### config.mk
export PLATFORM = sky130hd
export DESIGN_NAME = lsq_pe
export DESIGN_NICKNAME = d
export VERILOG_FILES = /design/src/lsq_pkg.sv /design/src/lsq_pe.sv
export SDC_FILE = /design/constraint.sdc
export NUM_CORES = 1
export LEC_CHECK = 0
export ABC_AREA = 1
export BUFFER_PORTS_ARGS = -buffer_cell sky130_fd_sc_hd__buf_4
export CAP_MARGIN = 20
export CORE_MARGIN = 10
export CORE_UTILIZATION = 55
export CTS_CLUSTER_DIAMETER = 40
export CTS_CLUSTER_SIZE = 14
export DETAILED_ROUTE_END_ITERATION = 10
export GPL_TIMING_DRIVEN = 0
export PLACE_DENSITY = 0.76
export SETUP_SLACK_MARGIN = 0.15
export SLEW_MARGIN = 20
export SYNTH_ARGS = -nofsm -noshare
export SYNTH_HDL_FRONTEND = slang
export SYNTH_SLANG_ARGS = --single-unit
### constraint.sdc
create_clock -name clk -period 7.1 [get_ports clk]
set_input_delay 0.355 -clock clk [delete_from_list [all_inputs] [get_ports clk]]
set_output_delay 0.355 -clock clk [all_outputs]
set_load 0.05 [all_outputs]
### src/lsq_pkg.sv
// ---------------------------------------------------------------------------
// lsq_pkg - shared types and constants for the largest square unit
// Widths of the line store, column counter and result fields, plus the
// control bundle that drives the line of side-value cells.
// ---------------------------------------------------------------------------
package lsq_pkg;

	// largest row the line store can hold
	localparam int MAX_WIDTH = 1024;

	// field widths
	localparam int SIDE_W  = 11;
	localparam int AREA_W  = 21;
	localparam int WIDTH_W = 11;
	localparam int COL_W   = $clog2(MAX_WIDTH);

	typedef logic [SIDE_W-1:0] side_t;
	typedef logic [COL_W-1:0]  col_t;

	// control bundle from the top level to the line of cells
	typedef struct packed {
		logic shift;  // advance the line by one place
		col_t tail;   // place where the newest side value enters
	} line_ctl_t;

endpackage

### src/lsq_pe.sv
// ---------------------------------------------------------------------------
// lsq_pe - side-value processing element
// Works out the square side at the current pixel from the up, left and
// diagonal neighbours, keeps the column position, first-row flag and the
// best side of the frame.
// ---------------------------------------------------------------------------
module lsq_pe
	import lsq_pkg::*;
(
	input  logic  clk,
	input  logic  arst_n,
	input  logic  accept,
	input  logic  clear,
	input  logic  pixel,
	input  logic  last_pixel,
	input  col_t  tail,
	input  side_t up_raw,
	output side_t side_new,
	output side_t best_next
);

	col_t  col_q;
	side_t left_q;
	side_t diag_q;
	side_t best_q;
	logic  first_row_q;

	side_t up, left, diag, m_ul, m_all;
	logic  row_start;

	// neighbours, zero outside the image
	always_comb begin
		row_start = (col_q == '0);
		up        = first_row_q ? '0 : up_raw;
		left      = row_start ? '0 : left_q;
		diag      = (first_row_q || row_start) ? '0 : diag_q;
		m_ul      = (up < left) ? up : left;
		m_all     = (m_ul < diag) ? m_ul : diag;
		side_new  = pixel ? m_all + side_t'(1) : '0;
		best_next = (side_new > best_q) ? side_new : best_q;
	end

	// frame state
	always_ff @(posedge clk or negedge arst_n) begin
		if (!arst_n) begin
			col_q       <= '0;
			left_q      <= '0;
			diag_q      <= '0;
			best_q      <= '0;
			first_row_q <= 1'b1;
		end else if (clear || (accept && last_pixel)) begin
			col_q       <= '0;
			left_q      <= '0;
			diag_q      <= '0;
			best_q      <= '0;
			first_row_q <= 1'b1;
		end else if (accept) begin
			diag_q <= up;
			left_q <= side_new;
			best_q <= best_next;
			if (col_q >= tail) begin
				col_q       <= '0;
				first_row_q <= 1'b0;
			end else begin
				col_q <= col_q + col_t'(1);
			end
		end
	end

`ifndef SYNTH
	// frame state is cleared after the last pixel
	assert property (@(posedge clk) disable iff (!arst_n)
		accept && last_pixel |=> best_q == '0 && col_q == '0 && first_row_q)
		else $error("frame state not cleared after last pixel");

	// column never passes the end of the row
	assert property (@(posedge clk) disable iff (!arst_n) col_q <= tail)
		else $error("column beyond row end");

	// a square cannot be wider than the columns up to and including its own
	assert property (@(posedge clk) disable iff (!arst_n)
		accept |-> {1'b0, side_new} <= {1'b0, col_q} + (SIDE_W+1)'(1))
		else $error("side exceeds column position");
`endif

endmodule

==> results of run 1 <==
cell families after synthesis:
family / count (synthesis) / synth area share [%]
XOR/XNOR: 7 / 1.61
adder cells (fa/ha/maj): 44 / 14.4
flip-flops: 44 / 28.9
buffers and inverters: 116 / 12.0
AO/OA/AOI/OAI: 90 / 13.8
AND/OR/NAND/NOR: 242 / 29.3
through the flow:
stage | setup WS [ns] | total power, mW | cell area, µm² | TNS, ns
2_1_floorplan | 0.150 | 1.03 | 3820 | 0
3_3_place_gp | -0.175 | 1.27 | 4280 | -1.39
3_5_place_dp | -0.274 | 1.29 | 4280 | -2.22
4_1_cts | 0.151 | 1.59 | 4590 | 0
5_1_grt | -0.147 | 1.89 | 4940 | -1.13
6_report | 0.265 | 1.79 | 4940 | 0
state kept, by name, summed over array words and instances, names as in the netlist:
signal and count:
first_row_q 1, left_q 11, diag_q 11, col_q 10, best_q 11
synthesized netlist by cell type, drive strengths merged (2+ instances only):
library cell	number	area share [%]
a21boi	5	0.98
a21oi	25	3.3
a31oi	2	0.33
buf	9	1.4
clkbuf	6	0.59
dfrtp	43	28
ha	44	14
inv	101	9.9
nand2	141	15
nand3	41	6.9
nand4	2	0.33
nor2	48	5.2
nor3	4	0.52
nor4	3	0.49
o21ai	36	5.1
o21bai	2	0.39
o22ai	13	2.1
or2	2	0.33
xor2	7	1.6
layout make-up:
cell class	count	area, µm²
timing repair buffer	87	698
multi-input combinational	383	2450
inverter	101	379
clock buffer	7	96.3
buffer	15	119
fill	496	1820
tap	80	100
sequential	44	1100
repair_timing:
action	in CTS	in global routing
resized for setup	29	49
endpoints found under the setup margin	19	11
gates cloned	1	2
hold endpoints to repair	0	0
buffers inserted	14	22
pin swaps	8	28
path summary, 6_finish.rpt:
check / startpoint / endpoint / slack, ns / cells after the start
hold / removal: arst_n / diag_q[9] / 0.04 / 1
hold reg to reg: left_q[1] / left_q[1] / 0.49 / 2
max in group asynchronous: arst_n / best_q[9] / 6.67 / 1
setup / recovery: col_q[1] / best_next[7] / 0.27 / 44
min in group clk: clear / first_row_q / 0.31 / 3
setup reg to reg: col_q[1] / best_q[2] / 0.92 / 44
layer usage:
layer | up-vias | global-route usage, % | routed length [µm]
met5 | - | 0 | 0
met4 | 0 | 7.27 | 426
met3 | 45 | 3.59 | 727
met2 | 169 | 35.7 | 5710
met1 | 1912 | 25.0 | 4700
li1 | 1935 | - | -
power breakdown:
part,internal (mW),total [mW],switching [mW]
Combinational,0.514,1.34,0.830
Sequential,0.264,0.271,0.00735
Clock,0.0868,0.172,0.0850
==> metrics.log, run 1 <==
INFO  metric initial_utilization = 56.5%
INFO  metric number_of_diodes_added_for_antenna_fixing = 0
INFO  metric wire_length_of_the_first_global_routing_pass = 17700 µm
INFO  metric worst_path_max_delay_cell = dfrtp_1
INFO  metric vias = 4061
INFO  metric crit_required = 6.74 ns
INFO  metric postSynth.topFlopCell = dfrtp_1
INFO  metric cts-root-buf = clkbuf_8
INFO  metric later_pin_clock_latency_in_the_skew_report = 0.30 ns
INFO  metric yosys_register_bits = 44
INFO  metric critical_path.n_buffers_inverters = 11
INFO  metric layoutNonFillerInstCount = 717
INFO  metric route.detailed.drc = 0
INFO  metric path_delay_family = simple AND/OR/NAND/NOR gates
INFO  metric wl_per_cell = 16.1 µm
INFO  metric crit_path_end_kind = output pin
INFO  metric grt_max_degree = 45
INFO  metric mostFrequentLayoutCells = nand2_1, inv_1, buf_4, dfrtp_1, ha_1
INFO  metric avgSynthCellArea = 7.03 µm²
INFO  metric ir_worst_vdd = 407 µV
INFO  metric gpl.final_weighted_congestion = 0.903
INFO  metric post_synth_inst_count = 543
INFO  metric first_global_vias = 3921
INFO  metric tritoncts.num_buffers = 5
INFO  metric path_max_fanout = 8
INFO  metric status = completed
INFO  metric final_hold_viol_count = 0
INFO  metric synth-edff-count = 0
INFO  metric tritoncts = built
INFO  metric fin_crit_sh = 96.3%
INFO  metric timing.max_cap.violations = 0
INFO  metric drt_pre_antenna_iters = 5
INFO  metric placed_cells = 671
INFO  metric crit_path_start_kind = flip-flop
INFO  metric fmax = 146 MHz
INFO  metric worst-setup-path-type = reg -> out
INFO  metric io_pins = 49
INFO  metric yosysSeqAreaShare = 28.9%
INFO  metric design.die.area = 0.0107 mm²
INFO  metric core = 0.00676 mm²
INFO  metric antenna_found_initial = 0
INFO  metric static-leakage-power = 2.58 nW
INFO  metric num-nets-final = 708
INFO  metric hold_slack = 0.0413 ns
INFO  metric final_core_util = 73.1%
INFO  metric power_density = 362 mW/mm²
INFO  metric arr_time_crit_path = 6.48 ns
INFO  metric drt.antenna.violating_nets = 0
INFO  metric report.final.setup_viol = 0
INFO  metric clock_tree.htree_level_count = 2
INFO  metric mostFrequentLayoutCell = nand2_1
INFO  metric vias_per_cell = 5.66
INFO  metric maxSlewViolCount = 0
INFO  metric drive_gt1_share = 31.4%
INFO  metric post_synth_num_cell_types = 40
INFO  metric clk_pin_slew = 0.08 ns
INFO  metric chipWidth = 103 µm
INFO  metric clock_tree.buffer_depth = 2
INFO  metric flow.area_growth_from_synthesis = 29.5%
INFO  metric overflow = 0
INFO  metric yosys_warnings = 0
INFO  metric floorplan.rows = 30
INFO  metric worst_hold_path_type = in -> async
INFO  metric port_buffers = 48
INFO  metric number_of_nets_produced_by_synthesis = 614
INFO  metric wl = 11600 µm
INFO  metric post-route-min-period = 6.83 ns
INFO  metric detailed_router_s_first_iteration_violation_count = 270
INFO  metric worst-slew-pin-transition = 0.568 ns
INFO  metric netlist_area = 0.00382 mm²
INFO  metric critical_path.max_stage_delay = 0.38 ns
INFO  metric clock_sinks = 44
INFO  metric die-height = 103 µm
INFO  metric track_usage = 20.6%
INFO  metric finalClockSkew = 0.00349 ns
INFO  metric synth_async_sr_flop_share = 100%
INFO  metric max-slew-margin-rel = 62.1%
INFO  metric cts_hold_buffers = 0
INFO  metric hpwl = 7930 µm
(Power assumes the default switching activity.)
==> run 2, diff against run 1 <==
GPL_ROUTABILITY_DRIVEN = 0   (was not set)
clock period = 7 ns   (was 7.1 ns; I/O delays follow)
==> run 2 against run 1 <==
Compared with the run above:
- flip-flop and latch count is the same
- combinational power grew 12%
- largest cell class unchanged
- die area unchanged
- total power rose by 10%
- worst hold slack better by 0.0017 ns
- largest power group unchanged
- wire length grew 1.1%
- final cell count shrank 1.4%
- final area rose by 2.4%
- clock skew is 0.0056 ns higher
==> metrics.log, run 2 (synthesis gave the netlist of run 1 again) <==
INFO  metric clock_tree.buffer_depth = 2 (unchanged)
INFO  metric postPlaceCellArea = 0.00428 mm² (unchanged)
INFO  metric post-route-min-period = 6.71 ns
INFO  metric crit_start = col_q[0] (was col_q[1])
INFO  metric sw_frac_of_total = 50.9% (was 51.6%)
INFO  metric crit_required = 6.65 ns (was 6.74 ns)
INFO  metric tritoncts.num_buffers = 5 (unchanged)
INFO  metric core = 0.00676 mm² (unchanged)
INFO  metric floorplan.rows = 30 (unchanged)
INFO  metric static-leakage-power = 2.55 nW (was 2.58 nW)
INFO  metric worst_hold_path_type = in -> async (unchanged)
INFO  metric arr_time_crit_path = 6.36 ns (was 6.48 ns)
INFO  metric path_max_fanout = 10 (was 8)
INFO  metric final_hold_viol_count = 0 (unchanged)
INFO  metric chipWidth = 103 µm (unchanged)
INFO  metric wire_length_of_the_first_global_routing_pass = 17400 µm (was 17700 µm)
INFO  metric cts_hold_buffers = 0 (unchanged)
INFO  metric number_of_diodes_added_for_antenna_fixing = 0 (unchanged)
INFO  metric worst-slew-pin-transition = 0.588 ns (was 0.568 ns)
INFO  metric worst-setup-path-type = reg -> out (unchanged)
INFO  metric rr_worst_depth = 42 (was 44)
INFO  metric drt.antenna.violating_nets = 0 (unchanged)
INFO  metric wl_per_cell = 16.5 µm (was 16.1 µm)
INFO  metric flow.area_growth_from_synthesis = 32.6% (was 29.5%)
INFO  metric clk_pin_slew = 0.08 ns (about the same)
INFO  metric finalClockSkew = 0.00909 ns (was 0.00349 ns)
INFO  metric worst_path_max_delay_cell = dfrtp_1 (unchanged)
INFO  metric cts-root-buf = clkbuf_8 (unchanged)
INFO  metric worst_r2r_endpoint = best_q[6] (was best_q[2])
INFO  metric layout.filler_cells = 509 (was 496)
INFO  metric crit_path_end_kind = output pin (unchanged)
INFO  metric route.detailed.drc = 0 (unchanged)
INFO  metric internal_power = 966 µW (was 865 µW)
INFO  metric crit_top_cell = nand2_2
INFO  metric power_switching = 1.00 mW (was 922 µW)
INFO  metric mostFrequentLayoutCell = nand2_1 (unchanged)
INFO  metric hpwl = 7950 µm (was 7930 µm)
INFO  metric die-height = 103 µm (unchanged)
INFO  metric num-nets-final = 697 (was 708)
INFO  metric power_density = 389 mW/mm² (was 362 mW/mm²)
INFO  metric design.die.area = 0.0107 mm² (unchanged)
INFO  metric tritoncts = built (unchanged)
INFO  metric crit_path_start_kind = flip-flop (unchanged)
INFO  metric seq_power_share = 14.0% (was 15.2%)
INFO  metric track_usage = 20.1% (was 20.6%)
INFO  metric hold_slack = 0.0430 ns (was 0.0413 ns)
INFO  metric fin_crit_sh = 95.9%
INFO  metric max-slew-margin-rel = 60.8% (was 62.1%)
INFO  metric critPathCapture = best_next[9] (was best_next[7])
INFO  metric later_pin_clock_latency_in_the_skew_report = 0.30 ns (about the same)
INFO  metric power.share.combinational = 76.0% (was 75.2%)
INFO  metric mostFrequentLayoutCells = nand2_1, inv_1, buf_4, dfrtp_1 (was nand2_1, inv_1, buf_4, dfrtp_1, ha_1)
INFO  metric drt_pre_antenna_iters = 6 (was 5)
INFO  metric wl = 11700 µm (was 11600 µm)
INFO  metric totalPowerFinal = 1.97 mW (was 1.79 mW)
INFO  metric clock_sinks = 44 (unchanged)
INFO  metric layout_top_registers = best_q: 11 flops, diag_q: 11 flops, left_q: 11 flops (unchanged)
INFO  metric ir_worst_vdd = 496 µV (was 407 µV)
INFO  metric vias_per_cell = 5.62 (was 5.66)
INFO  metric critical_path.max_stage_delay = 0.37 ns (was 0.38 ns)
INFO  metric p_clk_share = 10.0% (was 9.6%)
INFO  metric detailed_router_s_first_iteration_violation_count = 327 (was 270)
INFO  metric status = completed (unchanged)
INFO  metric fmax = 149 MHz
INFO  metric maxSlewViolCount = 0 (unchanged)
INFO  metric initial_utilization = 56.5% (unchanged)
INFO  metric first_global_vias = 3861 (was 3921)
INFO  metric rr_startpoint = col_q[0] (was col_q[1])
INFO  metric antenna_found_initial = 0 (unchanged)
INFO  metric io_pins = 49 (unchanged)
INFO  metric grt_max_degree = 45 (unchanged)
INFO  metric timing.max_cap.violations = 0 (unchanged)
INFO  metric overflow = 0 (unchanged)
INFO  metric drive_gt1_share = 32.5% (was 31.4%)
INFO  metric port_buffers = 48 (unchanged)
INFO  metric report.final.setup_viol = 0 (unchanged)
INFO  metric clock_tree.htree_level_count = 2 (unchanged)
INFO  metric r2r_setup_slack = 0.94 ns (was 0.92 ns)
INFO  metric postLayoutCellArea = 0.00506 mm² (was 0.00494 mm²)
INFO  metric vias = 3972 (was 4061)
[run 2: changes by cell type in the layout (fill, tap and decap cells not counted), moves of 3 or more]
| cell | change |
|---|---|
| ha_4 | +5 |
| nand2_4 | +3 |
| buf_4 | -11 |
| ha_1 | -5 |
[run 2: area by class of cell]
class / instances / area (µm²) / area share, %
Clock inverter: 2 / 35.0 / 0.693
Sequential cell: 44 / 1100 / 21.8
Timing Repair Buffer: 76 / 608 / 12.0
Clock buffer: 6 / 72.6 / 1.43
Buffer: 15 / 123 / 2.42
Tap cell: 80 / 100 / 1.98
Inverter: 101 / 384 / 7.59
Multi-Input combinational cell: 383 / 2630 / 52.1
[run 2: timing repair]
item / 4_1_cts / 5_1_grt
pin swaps: 11 / 24
hold endpoints to repair: 0 / 0
resized for setup: 46 / 62
gates cloned: 2 / 1
buffers inserted: 18 / 7
setup endpoints to repair: 20 / 17
[run 2: critical path: cells and delay by family (launching register included)]
family	cells	cell delay, ns
flops	1	0.37
buf+inv	9	1.18
simple gates	19	1.88
fa+ha+maj	5	1.25
compound gates	8	1.36
[run 2: per-stage QoR]
| step | setup TNS, ns | instances | worst slack, ns | utilization (%) |
|---|---|---|---|---|
| 2_1_floorplan | 0 | 543 | 0.0545 | - |
| 3_3_place_gp | -2.21 | 671 | -0.266 | 63.3 |
| 3_5_place_dp | -4.39 | 671 | -0.462 | 63.3 |
| 4_1_cts | 0 | 699 | 0.168 | 69.0 |
| 5_1_grt | -0.135 | 707 | -0.0298 | 74.9 |
| 6_report | 0 | 707 | 0.287 | 74.9 |
[run 2: worst min-delay path by stage]
stage	slack, ns	from	to
6_report	0.04	arst_n	diag_q[7]
5_1_grt	0.08	arst_n	diag_q[7]
4_1_cts	0.06	arst_n	diag_q[9]
3_5_place_dp	0.39	arst_n	diag_q[9]
3_3_place_gp	0.38	arst_n	diag_q[9]
2_1_floorplan	0.05	arst_n	best_q[0]
[run 2: routing by layer]
layer  part of all wire [%]  wire length [µm]  global-route usage, %  up-vias
li1                       -                 -                      -     1912
met1                     40              4660                   24.8     1856
met2                     50              5900                   35.7      169
met3                    6.7               782                   3.65       35
met4                    3.0               353                   3.74        0
met5                      0                 0                      0        -
[run 2: power by group through the flow]
stage	Clock [mW]	Combinational (mW)	Sequential (mW)
CTS	0.201	1.25	0.275
detailed placement	0	1.03	0.280
global placement	0	1.01	0.280
global route	0.211	1.58	0.277
floorplan	0	0.768	0.278
finish	0.197	1.50	0.276
==> run 3, diff against run 2 <==
CORE_UTILIZATION = 50   (was 55)
PLACE_DENSITY = 0.7   (was 0.76)
==> run 3 against run 2 <==
Compared with the run above:
- largest cell class unchanged
- highest routed layer unchanged
- clock-buffer cell count did not move
- core utilization fell by 7.8 points
- maximum frequency rose by 1.6%
- global-route usage fell by 2.0 points
==> metrics.log, run 3 (synthesis gave the netlist of run 1 again) <==
INFO  metric setup_total_negative_slack = 0 ns (unchanged)
INFO  metric topRoutingLayerUsed = met4 (unchanged)
INFO  metric crit_top_cell = nand2_2 (unchanged)
INFO  metric crit_path_end_kind = output pin (unchanged)
INFO  metric detailed_router_s_first_iteration_violation_count = 158 (was 327)
INFO  metric report.final.setup_viol = 0 (unchanged)
INFO  metric timing.max_cap.violations = 0 (unchanged)
INFO  metric routedLengthMet1 = 4620 µm (was 4660 µm)
INFO  metric rsz0062_at_grt = false
INFO  metric cts_hold_buffers = 0 (unchanged)
INFO  metric worst-slew-pin-transition = 0.585 ns (was 0.588 ns)
INFO  metric fin_crit_sh = 94.4% (was 95.9%)
INFO  metric crit_path_start_kind = flip-flop (unchanged)
INFO  metric worst-setup-path-type = reg -> out (unchanged)
INFO  metric clock_sinks = 44 (unchanged)
INFO  metric io_pins = 49 (unchanged)
INFO  metric number_of_diodes_added_for_antenna_fixing = 0 (unchanged)
INFO  metric wl_per_cell = 14.7 µm (was 16.5 µm)
INFO  metric vias_per_cell = 5.24 (was 5.62)
INFO  metric totalPowerFinal = 1.75 mW (was 1.97 mW)
INFO  metric overflow = 0 (unchanged)
INFO  metric static-leakage-power = 2.53 nW (was 2.55 nW)
INFO  metric critical_path.max_stage_delay = 0.40 ns (was 0.37 ns)
INFO  metric clock_tree.buffer_depth = 2 (unchanged)
INFO  metric status = completed (unchanged)
INFO  metric fmax = 151 MHz (was 149 MHz)
INFO  metric wl_met3 = 552 µm (was 782 µm)
INFO  metric die-height = 107 µm (was 103 µm)
INFO  metric flow.area_growth_from_synthesis = 28.9% (was 32.6%)
INFO  metric chipWidth = 107 µm (was 103 µm)
INFO  metric cts-root-buf = clkbuf_8 (unchanged)
INFO  metric worst_path_max_delay_cell = dfrtp_1 (unchanged)
INFO  metric floorplan.rows = 31 (was 30)
INFO  metric tritoncts.num_buffers = 5 (unchanged)
INFO  metric rr_worst_depth = 43 (was 42)
INFO  metric initial_utilization = 52.1% (was 56.5%)
INFO  metric path_max_fanout = 10 (unchanged)
INFO  metric first_global_vias = 3803 (was 3861)
INFO  metric clock_tree.htree_level_count = 2 (unchanged)
INFO  metric drive_gt1_share = 30.0% (was 32.5%)
INFO  metric wl = 10600 µm (was 11700 µm)
INFO  metric ir_worst_vdd = 508 µV (was 496 µV)
INFO  metric max-slew-margin-rel = 61.0% (was 60.8%)
INFO  metric track_usage = 18.1% (was 20.1%)
INFO  metric maxSlewViolCount = 0 (unchanged)
INFO  metric later_pin_clock_latency_in_the_skew_report = 0.31 ns (was 0.30 ns)
INFO  metric finalClockSkew = 0.00880 ns (was 0.00909 ns)
INFO  metric route.detailed.drc = 0 (unchanged)
INFO  metric grt_max_degree = 45 (unchanged)
INFO  metric layout_top_registers = best_q: 11 flops, diag_q: 11 flops, left_q: 11 flops (unchanged)
INFO  metric final_hold_viol_count = 0 (unchanged)
INFO  metric mostFrequentLayoutCell = nand2_1 (unchanged)
INFO  metric arr_time_crit_path = 6.26 ns (was 6.36 ns)
INFO  metric tritoncts = built (unchanged)
INFO  metric crit_required = 6.65 ns (about the same)
INFO  metric mostFrequentLayoutCells = nand2_1, inv_1, buf_4, dfrtp_1 (unchanged)
INFO  metric design.die.area = 0.0115 mm² (was 0.0107 mm²)
INFO  metric core = 0.00733 mm² (was 0.00676 mm²)
INFO  metric port_buffers = 48 (unchanged)
INFO  metric vias = 3788 (was 3972)
INFO  metric wire_length_of_the_first_global_routing_pass = 17300 µm (was 17400 µm)
INFO  metric hpwl = 7820 µm (was 7950 µm)
INFO  metric clk_pin_slew = 0.08 ns (about the same)
INFO  metric drt.antenna.violating_nets = 0 (unchanged)
INFO  metric num-nets-final = 694 (was 697)
INFO  metric met2WireLength = 5240 µm (was 5900 µm)
INFO  metric antenna_found_initial = 0 (unchanged)
INFO  metric drt_pre_antenna_iters = 4 (was 6)
INFO  metric power_density = 356 mW/mm² (was 389 mW/mm²)
INFO  metric post-route-min-period = 6.61 ns (was 6.71 ns)
INFO  metric worst_hold_path_type = in -> async (unchanged)
-- run 3: power breakdown --
group | leakage [nW] | switching, mW | total [mW] | internal [mW]
sequential | 0.606 | 0.00765 | 0.275 | 0.268
combinational | 1.87 | 0.804 | 1.28 | 0.474
clock | 0.0552 | 0.0927 | 0.199 | 0.106
-- run 3: timing repair --
action / 4_1_cts / 5_1_grt
resized for setup: 33 / 49
gates cloned: 1 / 1
pin swaps: 11 / 23
endpoints found under the setup margin: 20 / 21
buffers inserted: 13 / 10
-- run 3: path summary, 6_finish.rpt --
kind,from,end,slack [ns]
max,col_q[1],best_next[1],0.39
max in group asynchronous,arst_n,left_q[4],6.56
min,arst_n,diag_q[8],0.04
min reg2reg,left_q[1],left_q[1],0.50
max reg2reg,col_q[1],best_q[1],1.07
min in group clk,clear,first_row_q,0.32
-- run 3: layout make-up --
cell class / count / area (µm²)
clock buffers: 6 / 72.6
clock inverters: 2 / 35.0
repair buffers: 73 / 554
fillers: 659 / 2410
flip-flops and latches: 44 / 1100
inverters: 101 / 379
well taps: 99 / 124
multi-input cells: 383 / 2530
plain buffers: 15 / 119
-- run 3: routing by layer --
| layer | track usage (%) | vias to the layer above |
|---|---|---|
| met3 | 3.11 | 16 |
| met5 | 0 | - |
| met1 | 22.0 | 1774 |
| li1 | - | 1917 |
| met2 | 31.5 | 81 |
| met4 | 5.73 | 0 |
-- run 3: through the flow --
stage | hold slack, ns | instances | cell area [µm²] | worst slack, ns | util [%]
6_report | 0.0433 | 723 | 4920 | 0.391 | 67.1
4_1_cts | 0.0659 | 712 | 4610 | 0.182 | 62.8
5_1_grt | 0.0814 | 723 | 4920 | 0.00993 | 67.1
2_1_floorplan | 0.0544 | 543 | 3820 | 0.0545 | -
3_3_place_gp | 0.393 | 690 | 4300 | -0.289 | 58.7
3_5_place_dp | 0.391 | 690 | 4300 | -0.348 | 58.7
-- run 3: critical path, delay by kind of cell (launching register included) --
kind                       cells  cell delay (ns)
and+or+nand+nor               18             1.71
DFF                            1             0.40
buffers and inverters         10             1.20
AOI/OAI and AO/OA             11             1.52
adders and majority gates      5             1.14
